File: config.mk
export PLATFORM = sky130hd
export DESIGN_NAME = circular_queue_with_peek_core
export DESIGN_NICKNAME = d
export VERILOG_FILES = /design/src/rtl/core/cqp_pkg.sv /design/src/rtl/core/cqp_ctrl.sv /design/src/rtl/core/cqp_datapath.sv /design/src/rtl/core/circular_queue_with_peek_core.sv
export SDC_FILE = /design/constraint.sdc
export NUM_CORES = 1
export LEC_CHECK = 0
export BUFFER_PORTS_ARGS = -buffer_cell sky130_fd_sc_hd__buf_4
export CAP_MARGIN = 10
export CORE_ASPECT_RATIO = 0.8
export CORE_MARGIN = 2
export CORE_UTILIZATION = 55
export CTS_CLUSTER_DIAMETER = 40
export CTS_CLUSTER_SIZE = 25
export DETAILED_ROUTE_END_ITERATION = 10
export GPL_TIMING_DRIVEN = 0
export PLACE_DENSITY = 0.73
export SLEW_MARGIN = 40
export SYNTH_ARGS = -nofsm -noshare
export SYNTH_HDL_FRONTEND = slang
export SYNTH_HIERARCHICAL = 1
export SYNTH_SLANG_ARGS = --single-unit
File: constraint.sdc
create_clock -name clock -period 14.05 [get_ports clock]
set_clock_uncertainty 0.15 [all_clocks]
set_input_delay 1.405 -clock clock [delete_from_list [all_inputs] [get_ports clock]]
set_output_delay 1.405 -clock clock [all_outputs]
set_load 0.1 [all_outputs]
File: src/rtl/core/cqp_pkg.sv
// ----------------------------------------------------------------------------
// Circular queue with peek: shared package
// Operation codes, result status codes and the controller command bundle.
// ----------------------------------------------------------------------------
package cqp_pkg;

   localparam int FUNC_WIDTH   = 3;
   localparam int PUSH_WIDTH   = 32;
   localparam int POS_WIDTH    = 5;
   localparam int READ_WIDTH   = 32;
   localparam int STATUS_WIDTH = 2;
   localparam int OCC_WIDTH    = 5;

   localparam logic [FUNC_WIDTH-1:0] FUNC_ENQUEUE = 3'd0;
   localparam logic [FUNC_WIDTH-1:0] FUNC_DEQUEUE = 3'd1;
   localparam logic [FUNC_WIDTH-1:0] FUNC_FRONT   = 3'd2;
   localparam logic [FUNC_WIDTH-1:0] FUNC_BACK    = 3'd3;
   localparam logic [FUNC_WIDTH-1:0] FUNC_INDEXED = 3'd4;

   localparam logic [STATUS_WIDTH-1:0] STATUS_OK     = 2'd0;
   localparam logic [STATUS_WIDTH-1:0] STATUS_FULL   = 2'd1;
   localparam logic [STATUS_WIDTH-1:0] STATUS_EMPTY  = 2'd2;
   localparam logic [STATUS_WIDTH-1:0] STATUS_BADPOS = 2'd3;

   typedef struct packed {
      logic capture;
      logic execute;
      logic respond;
   } ctrl_cmd_type;

endpackage

File: src/rtl/core/cqp_ctrl.sv
// ----------------------------------------------------------------------------
// Circular queue with peek: controller
// Sequences each transaction through capture, execute and respond steps.
// ----------------------------------------------------------------------------
module cqp_ctrl (
   input  logic                  clock,
   input  logic                  reset,
   input  logic                  start,
   output logic                  busy,
   output cqp_pkg::ctrl_cmd_type cmd
);

   typedef enum logic [2:0] {
      ST_IDLE = 3'b001,
      ST_EXEC = 3'b010,
      ST_RESP = 3'b100
   } state_type;

   state_type state_ff;
   state_type state_in;

   always_comb begin
      state_in    = state_ff;
      busy        = 1'b0;
      cmd.capture = 1'b0;
      cmd.execute = 1'b0;
      cmd.respond = 1'b0;
      case (state_ff)
         ST_IDLE: begin
            if (start) begin
               cmd.capture = 1'b1;
               state_in    = ST_EXEC;
            end
         end
         ST_EXEC: begin
            busy        = 1'b1;
            cmd.execute = 1'b1;
            state_in    = ST_RESP;
         end
         ST_RESP: begin
            cmd.respond = 1'b1;
            if (start) begin
               cmd.capture = 1'b1;
               state_in    = ST_EXEC;
            end else begin
               state_in = ST_IDLE;
            end
         end
         default: begin
            state_in = ST_IDLE;
         end
      endcase
   end

   always_ff @(posedge clock) begin
      if (reset) begin
         state_ff <= ST_IDLE;
      end else begin
         state_ff <= state_in;
      end
   end

endmodule

File: src/rtl/core/cqp_datapath.sv
// ----------------------------------------------------------------------------
// Circular queue with peek: datapath
// Request registers, head and count pointers, slot memory and result registers.
// ----------------------------------------------------------------------------
module cqp_datapath #(
   parameter int DEPTH      = 16,
   parameter int DATA_WIDTH = 32
) (
   input  logic                                clock,
   input  logic                                reset,
   input  cqp_pkg::ctrl_cmd_type               cmd,
   input  logic [cqp_pkg::FUNC_WIDTH-1:0]      req_func,
   input  logic [cqp_pkg::PUSH_WIDTH-1:0]      req_push_value,
   input  logic [cqp_pkg::POS_WIDTH-1:0]       req_position,
   output logic [cqp_pkg::READ_WIDTH-1:0]      rsp_read_value,
   output logic [cqp_pkg::STATUS_WIDTH-1:0]    rsp_status,
   output logic [cqp_pkg::OCC_WIDTH-1:0]       rsp_occupancy
);

   localparam int AW = (DEPTH > 1) ? $clog2(DEPTH) : 1;
   localparam int CW = $clog2(DEPTH + 1);
   localparam int WW = (CW > cqp_pkg::POS_WIDTH) ? CW : cqp_pkg::POS_WIDTH;
   localparam logic [AW:0] DEPTH_A = (AW + 1)'(DEPTH);
   localparam logic [CW-1:0] DEPTH_C = CW'(DEPTH);

   logic [cqp_pkg::FUNC_WIDTH-1:0]   func_ff;
   logic [DATA_WIDTH-1:0]            value_ff;
   logic [DATA_WIDTH-1:0]            value_in;
   logic [cqp_pkg::POS_WIDTH-1:0]    pos_ff;
   logic [AW-1:0]                    head_ff;
   logic [AW-1:0]                    head_in;
   logic [CW-1:0]                    held_ff;
   logic [CW-1:0]                    held_in;
   logic [cqp_pkg::STATUS_WIDTH-1:0] status_ff;
   logic [cqp_pkg::STATUS_WIDTH-1:0] status_in;
   logic                             rd_ok_ff;
   logic                             rd_ok_in;
   logic [DATA_WIDTH-1:0]            rd_data_ff;
   logic [DATA_WIDTH-1:0]            mem [DEPTH];

   logic [63:0]   push_ext;
   logic [63:0]   rd_ext;
   logic [WW-1:0] pos_w;
   logic [WW-1:0] held_w;
   logic [WW-1:0] offset;
   logic [AW:0]   sum;
   logic [AW:0]   wrapped;
   logic [AW-1:0] addr;
   logic          do_write;
   logic          do_pop;

   assign push_ext = 64'(req_push_value);
   assign value_in = push_ext[DATA_WIDTH-1:0];
   assign pos_w    = WW'(pos_ff);
   assign held_w   = WW'(held_ff);

   always_comb begin
      offset    = '0;
      held_in   = held_ff;
      status_in = cqp_pkg::STATUS_OK;
      rd_ok_in  = 1'b0;
      do_write  = 1'b0;
      do_pop    = 1'b0;
      case (func_ff)
         cqp_pkg::FUNC_ENQUEUE: begin
            offset = held_w;
            if (held_ff < DEPTH_C) begin
               do_write = 1'b1;
               held_in  = held_ff + CW'(1);
            end else begin
               status_in = cqp_pkg::STATUS_FULL;
            end
         end
         cqp_pkg::FUNC_DEQUEUE: begin
            offset = WW'(1);
            if (held_ff != '0) begin
               do_pop  = 1'b1;
               held_in = held_ff - CW'(1);
            end else begin
               status_in = cqp_pkg::STATUS_EMPTY;
            end
         end
         cqp_pkg::FUNC_FRONT: begin
            if (held_ff != '0) begin
               rd_ok_in = 1'b1;
            end else begin
               status_in = cqp_pkg::STATUS_EMPTY;
            end
         end
         cqp_pkg::FUNC_BACK: begin
            offset = held_w - WW'(1);
            if (held_ff != '0) begin
               rd_ok_in = 1'b1;
            end else begin
               status_in = cqp_pkg::STATUS_EMPTY;
            end
         end
         cqp_pkg::FUNC_INDEXED: begin
            offset = pos_w - WW'(1);
            if (pos_w == '0 || pos_w > held_w) begin
               status_in = cqp_pkg::STATUS_BADPOS;
            end else begin
               rd_ok_in = 1'b1;
            end
         end
         default: begin
            status_in = cqp_pkg::STATUS_OK;
         end
      endcase
   end

   // The offset is below the depth whenever it is used, so one subtraction wraps it.
   assign sum     = {1'b0, head_ff} + {1'b0, offset[AW-1:0]};
   assign wrapped = (sum >= DEPTH_A) ? (sum - DEPTH_A) : sum;
   assign addr    = wrapped[AW-1:0];
   assign head_in = do_pop ? addr : head_ff;

   always_ff @(posedge clock) begin
      if (cmd.capture) begin
         func_ff  <= req_func;
         value_ff <= value_in;
         pos_ff   <= req_position;
      end
   end

   always_ff @(posedge clock) begin
      if (cmd.execute) begin
         if (do_write) begin
            mem[addr] <= value_ff;
         end
         rd_data_ff <= mem[addr];
         status_ff  <= status_in;
      end
   end

   always_ff @(posedge clock) begin
      if (reset) begin
         head_ff  <= '0;
         held_ff  <= '0;
         rd_ok_ff <= 1'b0;
      end else if (cmd.execute) begin
         head_ff  <= head_in;
         held_ff  <= held_in;
         rd_ok_ff <= rd_ok_in;
      end
   end

   assign rd_ext         = 64'(rd_data_ff);
   assign rsp_read_value = rd_ok_ff ? rd_ext[cqp_pkg::READ_WIDTH-1:0] : '0;
   assign rsp_status     = status_ff;
   assign rsp_occupancy  = cqp_pkg::OCC_WIDTH'(held_ff);

endmodule

File: src/rtl/core/circular_queue_with_peek_core.sv
// ----------------------------------------------------------------------------
// Circular queue with peek: top level
// Fixed-depth ring-buffer queue with enqueue, dequeue and peek operations.
// ----------------------------------------------------------------------------
// Usage. A transaction is offered on req_func, req_push_value and req_position
// with start high; it is taken at a rising edge where start is high and busy is
// low. Each transaction gives exactly one result, shown for a single cycle on
// rsp_read_value, rsp_status and rsp_occupancy with rsp_valid high, in the
// respond step that follows the execute step. The receiver cannot stall the
// result; it must take it. Busy is high only in the execute cycle, in which
// the slot memory is written or read through its single port, so a new
// transaction may be accepted in the same cycle as the previous result.
// Reset empties the queue and returns the controller to idle; the slot
// contents are not cleared, as only written entries are ever read.
// Enqueue on a full queue is dropped with status full, dequeue, front or back
// on an empty queue reports empty, and an indexed read outside one to the
// count reports a bad position.
// ----------------------------------------------------------------------------
module circular_queue_with_peek_core #(
   parameter int DEPTH      = 16,
   parameter int DATA_WIDTH = 32
) (
   input  logic                                clock,
   input  logic                                reset,
   input  logic                                start,
   output logic                                busy,
   input  logic [cqp_pkg::FUNC_WIDTH-1:0]      req_func,
   input  logic [cqp_pkg::PUSH_WIDTH-1:0]      req_push_value,
   input  logic [cqp_pkg::POS_WIDTH-1:0]       req_position,
   output logic                                rsp_valid,
   output logic [cqp_pkg::READ_WIDTH-1:0]      rsp_read_value,
   output logic [cqp_pkg::STATUS_WIDTH-1:0]    rsp_status,
   output logic [cqp_pkg::OCC_WIDTH-1:0]       rsp_occupancy
);

   cqp_pkg::ctrl_cmd_type cmd;

   cqp_ctrl u_ctrl (
      .clock (clock),
      .reset (reset),
      .start (start),
      .busy  (busy),
      .cmd   (cmd)
   );

   cqp_datapath #(
      .DEPTH      (DEPTH),
      .DATA_WIDTH (DATA_WIDTH)
   ) u_datapath (
      .clock          (clock),
      .reset          (reset),
      .cmd            (cmd),
      .req_func       (req_func),
      .req_push_value (req_push_value),
      .req_position   (req_position),
      .rsp_read_value (rsp_read_value),
      .rsp_status     (rsp_status),
      .rsp_occupancy  (rsp_occupancy)
   );

   assign rsp_valid = cmd.respond;

   a_accept_busy: assert property (@(posedge clock) disable iff (reset)
      (start && !busy) |=> busy)
      else $error("accepted transaction did not enter execution");

   a_busy_result: assert property (@(posedge clock) disable iff (reset)
      busy |=> rsp_valid)
      else $error("execution not followed by a result");

   a_single_strobe: assert property (@(posedge clock) disable iff (reset)
      rsp_valid |=> !rsp_valid)
      else $error("result strobe held for more than one cycle");

   a_failed_zero: assert property (@(posedge clock) disable iff (reset)
      (rsp_valid && rsp_status != cqp_pkg::STATUS_OK) |-> rsp_read_value == '0)
      else $error("failed operation returned a non-zero value");

endmodule
### Yosys cells after proc, flatten, opt, wreduce, memory -nomap -nowiden

Memory sizes are Yosys's and may differ from the RTL's. A register that Yosys moved wholly into a read port is not among the register bits.
Cells that the tools add are included.

* register bits: 55
* latch bits: 0
* memory bits (writable): 512
* memory bits (read-only): 0
* input bits: 43
* output and inout port bits: 41
* word-level logic and storage cells: 63
* memories: 1

* add/sub/neg operators: 5
* $mul: 0
* divide/modulo/power cells: 0
* order comparisons: 3
* equality and inequality tests: 10
* shift-type cells: 0
* mux-type cells: 26
* bitwise operators: 0
* reduce and logical (&&, ||, !) cells: 10

Memories
* u_datapath.mem: depth 16, width 32, rd ports 1, clocked after memory_dff 1, write ports 1, RTL line cqp_datapath.sv:39 `logic [DATA_WIDTH-1:0] mem [DEPTH];`

Operator list (number)
* $mux 32: 1
* $pmux 4 s4: 1
* $mux 1: 13
* $mux 5: 2
* $pmux 5 s2: 1
* $eq 3x2->1 const B: 3
* $pmux 3 s3: 1
* $sub 4x1->4 const B: 2
* $eq 3x1->1 const B: 2
* $eq 3x3->1 const B: 2
* $mux 2: 3
* $pmux 2 s3: 1
* $add 4x4->5: 1
* $add 5x1->5 const B: 1
* $ge 5x5->1 const B: 1
* $gt 5x5->1: 1
* $logic_not 5->1: 1
* $lt 5x5->1 const B: 1
* $reduce_bool 5->1: 1
* $sub 5x1->5 const B: 1
* $mux 4: 1
* $ne 2x1->1 const B: 2
* $reduce_and 4->1: 1
* $reduce_or 2->1: 2
* 8 further kinds: 8

### Depth between registers and ports, before layout

Gate-level depths: netlist (run 1).

* word-level depth: 6
* mapped depth: 13
* mapped depth without buffers: 12

### Modules after synthesis

The synthesis (run 1) kept the hierarchy.

By module, submodules not included
* cqp_datapath: times used 1, cells an instance 1031, area an instance 22983.3 sq um, sequential area each 17797.1 sq um
* cqp_ctrl: times used 1, cells an instance 15, area an instance 148.9 sq um, sequential area each 60.1 sq um

### Worst setup path after synthesis (run 1)

No wires, ideal clock.

* path type: reg2reg
* from: register u_datapath.held_ff[0], in the netlist u_datapath/rsp_occupancy[0]
* to: memory u_datapath.mem[11][0], enable pin
* library setup time: 503 ps
* data arrival time: 6308 ps
* data required time: 13397 ps
* path slack: 7090 ps
* stages on the path, launching flop included: 11
* buffers on the path: 3
* clock period less this slack: 6960 ps
* path through: dfxtp_1 > inv_1 > ha_1 > nor2_1 > a21oi_1 > o22a_1 > fa_1 > clkbuf_1 > buf_2 > clkbuf_1 > nor4_1

* longest elaborated chain between the ends: 6
* elaborated cells on any way between the ends: 12
* those cells by class: add/sub (3); order compare (2); mux (7)

RTL lines
* start, declared: RTL line cqp_datapath.sv:32 `logic [CW-1:0] held_ff;`
* start signal, assigned: RTL line cqp_datapath.sv:143 `held_ff <= held_in;`
* parallel branches: the longest is 6 deep, another holds $sub 5x1->5
* end, declared: RTL line cqp_datapath.sv:39

Parallel ways; which one is timed is not known.

### Final worst setup path (run 1)

* from: register u_datapath/func_ff[0] (netlist bit)
* to: memory u_datapath.mem[9][4], enable pin

* longest elaborated chain between the ends: 5
* elaborated cells on any way between the ends: 13
* those cells by class: add/sub (2); order compare (1); eq/ne (3); mux (6); reduce/logical (1)

RTL lines
* start, declared: RTL line cqp_datapath.sv:26 `logic [cqp_pkg::FUNC_WIDTH-1:0] func_ff;`
* start signal, assigned: RTL line cqp_datapath.sv:120 `func_ff <= req_func;`
* $eq 3x3->1, or another cell as far along: RTL line cqp_datapath.sv:64 `case (func_ff)`
* $pmux 4 s4 / $mux 1 (equally long branches): RTL line cqp_datapath.sv:64
* $add 4x4->5 / $mux 1 (equally long branches): RTL line cqp_datapath.sv:113, cqp_datapath.sv:128
* $sub 4x1->4, or another cell as far along: RTL line cqp_datapath.sv:114 `assign wrapped = (sum >= DEPTH_A) ? (sum - DEPTH_A) : sum;`
* $mux 4 / $mux 1 (equally long branches): RTL line cqp_datapath.sv:114, cqp_datapath.sv:129

Several ways; a longest one is shown, not always the timed one.

==> impl_metrics.csv, run 1 <==
group,metric,value,unit
outcome,status,"complete, no violations",
worst_setup_path,startpoint,"u_datapath/func_ff[0]$_DFFE_PP_",
synthesis,synth_cells,1046,
pwr,p_per_area,141.6,mW/mm^2
final_layout,mostFrequentLayoutCells,"586 x edfxtp_1, 128 x mux4_2, 120 x buf_4",
pwr,ir_worst_vdd,0.1013,mV
place,place_area,0.02534,sq mm
final_layout,diodes,0,
synthesis,synth_xor_area_frac,0.005193,
worst_setup_path,r2r_start,"u_datapath/func_ff[0]$_DFFE_PP_",
synthesis,ys_seq_area_frac,0.7720,
synthesis,synth_compound_area_frac,0.008600,
worst_setup_path,r2r_slack,8.53,ns
synthesis,avgSynthCellArea,22.11,sq um
clocking,cts_root_buf,"clkbuf_16",
route,via_per_inst,6.004,
final_layout,design_area,0.02743,sq mm
clocking,clock_latency,0.59,ns
synthesis,syn_nets,1102,
job,maxCapViolCount,0,
sta,rsz0062_at_grt,"false",
worst_setup_path,cp_data_arrival_time,5.67,ns
final_layout,drive_above_1_share,0.3677,
floorplanning,io_pins,84,
sta,fmax,181.1,MHz
synthesis,synth_top_family_by_area,"multiplexers",
route,first_pass_iters,5,
final_layout,layout_commonest_cell,"edfxtp_1",
clocking,clkSinkCount,599,
clocking,post_cts_resized,0,
synthesis,async_flop_share,0,
worst_setup_path,path_cells,"buf_6 > nor2_2 > nand2_1 > o22ai_1 > ha_1 > inv_1 > fa_1 > clkbuf_1 > buf_2 > clkbuf_1 > nand2_1 > nor3_2 > buf_4 > buf_2 > buf_2",
route,num_vias,11530,
floorplanning,core.rowCount,67,
floorplanning,core_area,0.04166,sq mm
global_routing,grtUsageTotal,0.2362,
route,drtIter0Drc,1372,
min_path,min-delay-start,"u_datapath/head_ff[2]$_SDFFE_PP0P_",
clocking,cts_tree,"done",
sta,fin_crit,5.521,ns
global_routing,antenna_found_initial,0,
clocking,cts_buffers,57,
global_routing,grt-ovfl-total,0,
synthesis,synth_edf_count,586,
route,wl_per_cell,26.16,microns
worst_setup_path,crit_buf_inv,8,
place,io_buffers,83,
route,wl,50220,microns
clocking,cts_hold_buf,0,
synthesis,synth-simple-area-share,0.02569,
synthesis,synth_cell_types,47,
global_routing,grt_pass1_wl,75000,microns
global_routing,grt_max_degree,39,
sta,fin_ws,8.529,ns
clocking,cts_buffer_depth,3,
final_layout,design.final.nets,1375,
place,dp_slack,8.645,ns
floorplanning,die_area,0.04373,sq mm
worst_setup_path,slowest_stage,"fa_1",
place,dp_hpwl,33720,microns
worst_setup_path,cp-end-kind,"register",
place,gp_congestion,0.8323,
synthesis,synth_mux_area_frac,0.1679,
global_routing,grt_pass1_vias,11750,
sta,hold_viol_final,0,
worst_setup_path,crit_top_cell,"buf_2",
synthesis,yosysWarnings,6,
pwr,p_leak,9.493,nW
clocking,path_clk_slew,0.07,ns
clocking,htree_levels,2,
worst_setup_path,crit_type,"reg -> reg",
sta,worst_pin_slew,0.8725,ns
sta,slew_viol_final,0,
min_path,hp-class,"reg -> reg",
sta,finalCritPeriodShare,0.3930,
worst_setup_path,worstSetupStartpointType,"register",
floorplanning,start_util,0.5552,
worst_setup_path,crit_required,14.20,ns
route,drc,0,
synthesis,synth_fa_ha_area_frac,0.007356,
floorplanning,die_h,187.4,microns
sta,setup_tns,0,ns
worst_setup_path,cpLargestDelayFamily,"buffers and inverters",
worst_setup_path,critical-path-max-stage-delay,0.61,ns
pwr,total_power,0.003884,W
synthesis,ys_ff_latch,599,
floorplanning,die_x,233.3,microns
worst_setup_path,crit_fanout,10,
route,ant_nets,0,
sta,finalSetupViolations,0,
final_layout,syn_to_final_growth,18.56,%
clocking,postCtsSetupBuffers,0,
sta,slew_headroom,0.4184,
synthesis,synth_ff_type,"edfxtp_1",
synthesis,synth_area,0.02313,sq mm
## power by group
part	total, W	internal [W]	switching [W]
registers	0.00201	0.00198	0.0000277
logic	0.000218	0.000100	0.000118
clock network	0.00166	0.000933	0.000723
total	0.00388	0.00302	0.000868
## synth_stat cells (2+ instances only)
library cell  instances  share of area
nand3b_1              4         0.0013
nor4_1                8         0.0022
nor3b_1               5         0.0016
mux4_2              128           0.12
a21oi_1              12         0.0026
nor3_1               12         0.0026
ha_1                 12         0.0065
nand2b_1              3        0.00081
o31ai_1               2        0.00065
nor4bb_1              2        0.00087
nand3_1               3        0.00065
nand4_1               3        0.00081
edfxtp_1            586           0.76
xnor2_1               9         0.0034
nor2_1               12         0.0019
inv_1                13         0.0021
dfxtp_1              13          0.011
nand2_1               5        0.00081
buf_2                21         0.0045
buf_6                 5         0.0024
clkbuf_1             23         0.0037
nor4b_1               2        0.00076
and2_1               33         0.0089
o21ai_0               5         0.0011
o22ai_1               4         0.0011
mux2i_1             100          0.043
## routing by layer
layer	global-route usage	share of wire	routed length, microns	vias to the layer above
li1	-	-	-	4921
met1	0.3551	0.43	21420	5997
met2	0.3674	0.48	24050	525
met3	0.04040	0.075	3747	85
met4	0.05683	0.020	1000	0
met5	0	0	0	-
## path summary, 6_finish.rpt
kind	to	cells after the start
worst max-delay path	u_datapath/mem[9][4]$_DFFE_PP_	15
worst min-delay path	u_datapath/head_ff[2]$_SDFFE_PP0P_	2
worst max register to register	u_datapath/mem[9][4]$_DFFE_PP_	15
worst min register to register	u_datapath/head_ff[2]$_SDFFE_PP0P_	2
## registers in the layout, indices dropped and copies added, names as in the netlist
| register | count |
|---|---|
| u_ctrl/state_ff | 3 |
| u_datapath/func_ff | 3 |
| u_datapath/head_ff | 4 |
| u_datapath/mem | 512 |
| u_datapath/pos_ff | 5 |
| u_datapath/rd_data_ff | 32 |
| u_datapath/rd_ok_ff | 1 |
| u_datapath/rsp_occupancy | 5 |
| u_datapath/rsp_status | 2 |
| u_datapath/value_ff | 32 |
## logic make-up (layout without fill, tap and decap cells)
logic type | Yosys count | after routing
DFF | 599 | 599
muxes | 228 | 228
and+or+nand+nor | 99 | 99
buffers and inverters | 64 | 386
AOI/OAI and AO/OA | 31 | 31
adders and majority gates | 13 | 13
xor gates and xnor gates | 12 | 12
## worst min-delay path, cell delays in order (launching register included)
cell	delay [ns]
dfxtp_1	0.33
a21oi_1	0.06
nor2_1	0.08
## through the flow
step / utilization / std cells / hold slack, ns
2_1_floorplan: - / 1046 / 0.3119
3_3_place_gp: 0.5867 / 1681 / 0.3284
3_5_place_dp: 0.6082 / 1812 / 0.3485
4_1_cts: 0.6582 / 1920 / 0.3632
5_1_grt: 0.6583 / 1920 / 0.3941
6_report: 0.6583 / 1920 / 0.3593
## cell type report
class | count | area [sq um]
Timing Repair Buffer | 214 | 1395
Inverter | 13 | 48.80
Fill cell | 2691 | 14240
Tap cell | 552 | 690.7
Buffer | 51 | 266.5
Multi-Input combinational cell | 383 | 5084
Sequential cell | 599 | 17860
Clock inverter | 47 | 600.6
Clock buffer | 61 | 1484
(Power assumes the default switching activity.)
==> inputs of run 2 (changes only) <==
==> constraint.sdc (replaced) <==
create_clock -name clock -period 5.38 [get_ports clock]
set_clock_uncertainty 0.15 [all_clocks]
set_input_delay 0.538 -clock clock [delete_from_list [all_inputs] [get_ports clock]]
set_output_delay 0.538 -clock clock [all_outputs]
set_load 0.1 [all_outputs]
==> run 2 against run 1 <==
  * Clock power increased to 2.5 times the previous value
  * Setup slack worse by 8.3 ns
  * Wire length about the same
  * Highest routed layer unchanged
  * Largest cell class unchanged
==> impl_metrics.csv, run 2 (same netlist as run 1, synthesis figures left out) <==
group,metric,value,unit
outcome,status,"complete, no violations",
clocking,post_cts_resized,0,
clocking,cts_root_buf,"clkbuf_16",
final_layout,design.final.nets,1375,
clocking,path_clk_slew,0.07,ns
worst_setup_path,crit_type,"reg -> reg",
final_layout,largest_reg_flops,512,
route,num_vias,11460,
route,drtIter0Drc,1365,
global_routing,grt-busiest-layer,"met2",
place,gp_congestion,0.8085,
worst_setup_path,cp-end-kind,"register",
final_layout,diodes,0,
global_routing,antenna_found_initial,0,
global_routing,gr-usage-met3,0.04512,
final_layout,largest_registers,"u_datapath/mem: 512 flops, u_datapath/rd_data_ff: 32 flops, u_datapath/value_ff: 32 flops",
worst_setup_path,crit_required,5.52,ns
clocking,cts_tree,"done",
worst_setup_path,critical-path-max-stage-delay,0.64,ns
global_routing,met2_usage,0.3589,
pwr,p_leak,9.447,nW
final_layout,mostFrequentLayoutCells,"586 x edfxtp_1, 142 x buf_4, 128 x mux4_2",
sta,fin_crit,5.117,ns
final_layout,multi_input_area,0.005190,sq mm
worst_setup_path,cp_data_arrival_time,5.25,ns
final_layout,layout_commonest_cell,"edfxtp_1",
route,via_per_inst,5.967,
final_layout,final_util,0.6680,
floorplanning,io_pins,84,
clocking,clock_latency,0.60,ns
clocking,clkSinkCount,599,
route,wl,50180,microns
global_routing,grt_pass1_vias,11520,
job,maxCapViolCount,0,
sta,finalCritPeriodShare,0.9511,
worst_setup_path,slowest_stage,"fa_1",
sta,slew_headroom,0.4300,
clocking,cts_buffers,59,
floorplanning,die_h,187.4,microns
worst_setup_path,crit_fanout,10,
route,drc,0,
pwr,ir_worst_vdd,0.2866,mV
place,io_buffers,83,
final_layout,drive_above_1_share,0.3414,
sta,worst_pin_slew,0.8550,ns
floorplanning,die_x,233.3,microns
place,dp_hpwl,33180,microns
route,ant_nets,0,
global_routing,grt_max_degree,39,
worst_setup_path,worstSetupStartpointType,"register",
sta,hold_viol_final,0,
route,wl_per_cell,26.13,microns
pwr,p_per_area,360.6,mW/mm^2
sta,finalSetupViolations,0,
worst_setup_path,crit_top_cell,"nand2_1",
worst_setup_path,path_cells,"nor2_2 > nand2_1 > o22ai_1 > ha_1 > inv_1 > fa_1 > clkbuf_1 > buf_2 > clkbuf_2 > nand2_1 > nor3_4 > buf_6 > buf_4",
sta,rsz0062_at_grt,"false",
final_layout,seq_area,0.01786,sq mm
global_routing,grt-ovfl-total,0,
final_layout,top_register,"u_datapath/mem",
floorplanning,core.rowCount,67,
global_routing,grt_util_met1,0.3556,
floorplanning,start_util,0.5552,
floorplanning,core_area,0.04166,sq mm
clocking,htree_levels,2,
sta,slew_viol_final,0,
global_routing,grt_pass1_wl,74410,microns
floorplanning,die_area,0.04373,sq mm
route,first_pass_iters,6,
sta,fmax,195.4,MHz
final_layout,syn_to_final_growth,20.31,%
sta,worst_hold_slack,0.1622,ns
final_layout,fillers,2618,
global_routing,grtUsageTotal,0.2350,
min_path,hp-class,"in -> reg",
clocking,cts_buffer_depth,3,
## run 2: changes by cell type in the layout (fill, tap and decap cells not counted), sizes merged
cell / change
buf: -43
dlygate4sd3: +41
clkinvlp: +1
clkbuf: +1
bufinv: -4
clkinv: -3
inv: +7
## run 2: final timing paths
kind                                      startpoint                            endpoint  slack [ns]  cells after the start
setup / recovery     u_datapath/func_ff[1]$_DFFE_PP_      u_datapath/mem[8][7]$_DFFE_PP_        0.26                     13
hold / removal                                 start     u_ctrl/state_ff[1]$_SDFFE_PP0P_        0.16                      3
setup reg to reg     u_datapath/func_ff[1]$_DFFE_PP_      u_datapath/mem[8][7]$_DFFE_PP_        0.26                     13
hold reg to reg   u_datapath/head_ff[2]$_SDFFE_PP0P_  u_datapath/head_ff[2]$_SDFFE_PP0P_        0.38                      2
## run 2: worst max-delay path: cells and delay by family, from the launching register on
family / cells / cell delay [ns]
DFF: 1 / 0.50
and+or+nand+nor: 4 / 1.27
AOI/OAI and AO/OA: 1 / 0.23
adders and majority gates: 2 / 0.84
buffers and inverters: 6 / 1.80
## run 2: repair_timing
action,4_1_cts,5_1_grt
hold buffers,41,0
endpoints found under the hold margin,41,0
setup buffers,0,2
endpoints found under the setup margin,0,8
## run 2: power by group
| group | internal [W] | total, W | switching [W] |
|---|---|---|---|
| clock network | 0.00226 | 0.00418 | 0.00192 |
| registers | 0.00518 | 0.00525 | 0.0000717 |
| logic | 0.000284 | 0.000603 | 0.000319 |
## run 2: layout make-up
| type | count | share of cell area |
|---|---|---|
| inverter | 13 | 0.001753 |
| clock buffer | 62 | 0.05346 |
| multi-input combinational | 383 | 0.1865 |
| sequential | 599 | 0.6417 |
| clock inverter | 48 | 0.01893 |
| buffer | 51 | 0.009711 |
| tap | 552 | 0.02482 |
| timing repair buffer | 212 | 0.06312 |
## run 2: stage by stage
| step | power (W) | worst slack [ns] | TNS (ns) | instance area, sq um | instances |
|---|---|---|---|---|---|
| after floorplan | 0.005722 | -0.5895 | -91.27 | 23260 | 1046 |
| after global placement | 0.005904 | -3.290 | -842.98 | 24580 | 1681 |
| after detailed placement | 0.005935 | 0.08781 | 0 | 25370 | 1767 |
| after CTS | 0.01011 | 0.05184 | 0 | 27800 | 1918 |
| after global routing | 0.01034 | 0.06980 | 0 | 27830 | 1920 |
| final | 0.01004 | 0.2630 | 0 | 27830 | 1920 |
## run 2: routing by layer
layer	routed length [microns]	vias to the layer above
li1	-	4915
met1	21270	5930
met2	23520	539
met3	4342	72
met4	1047	0
met5	0	-
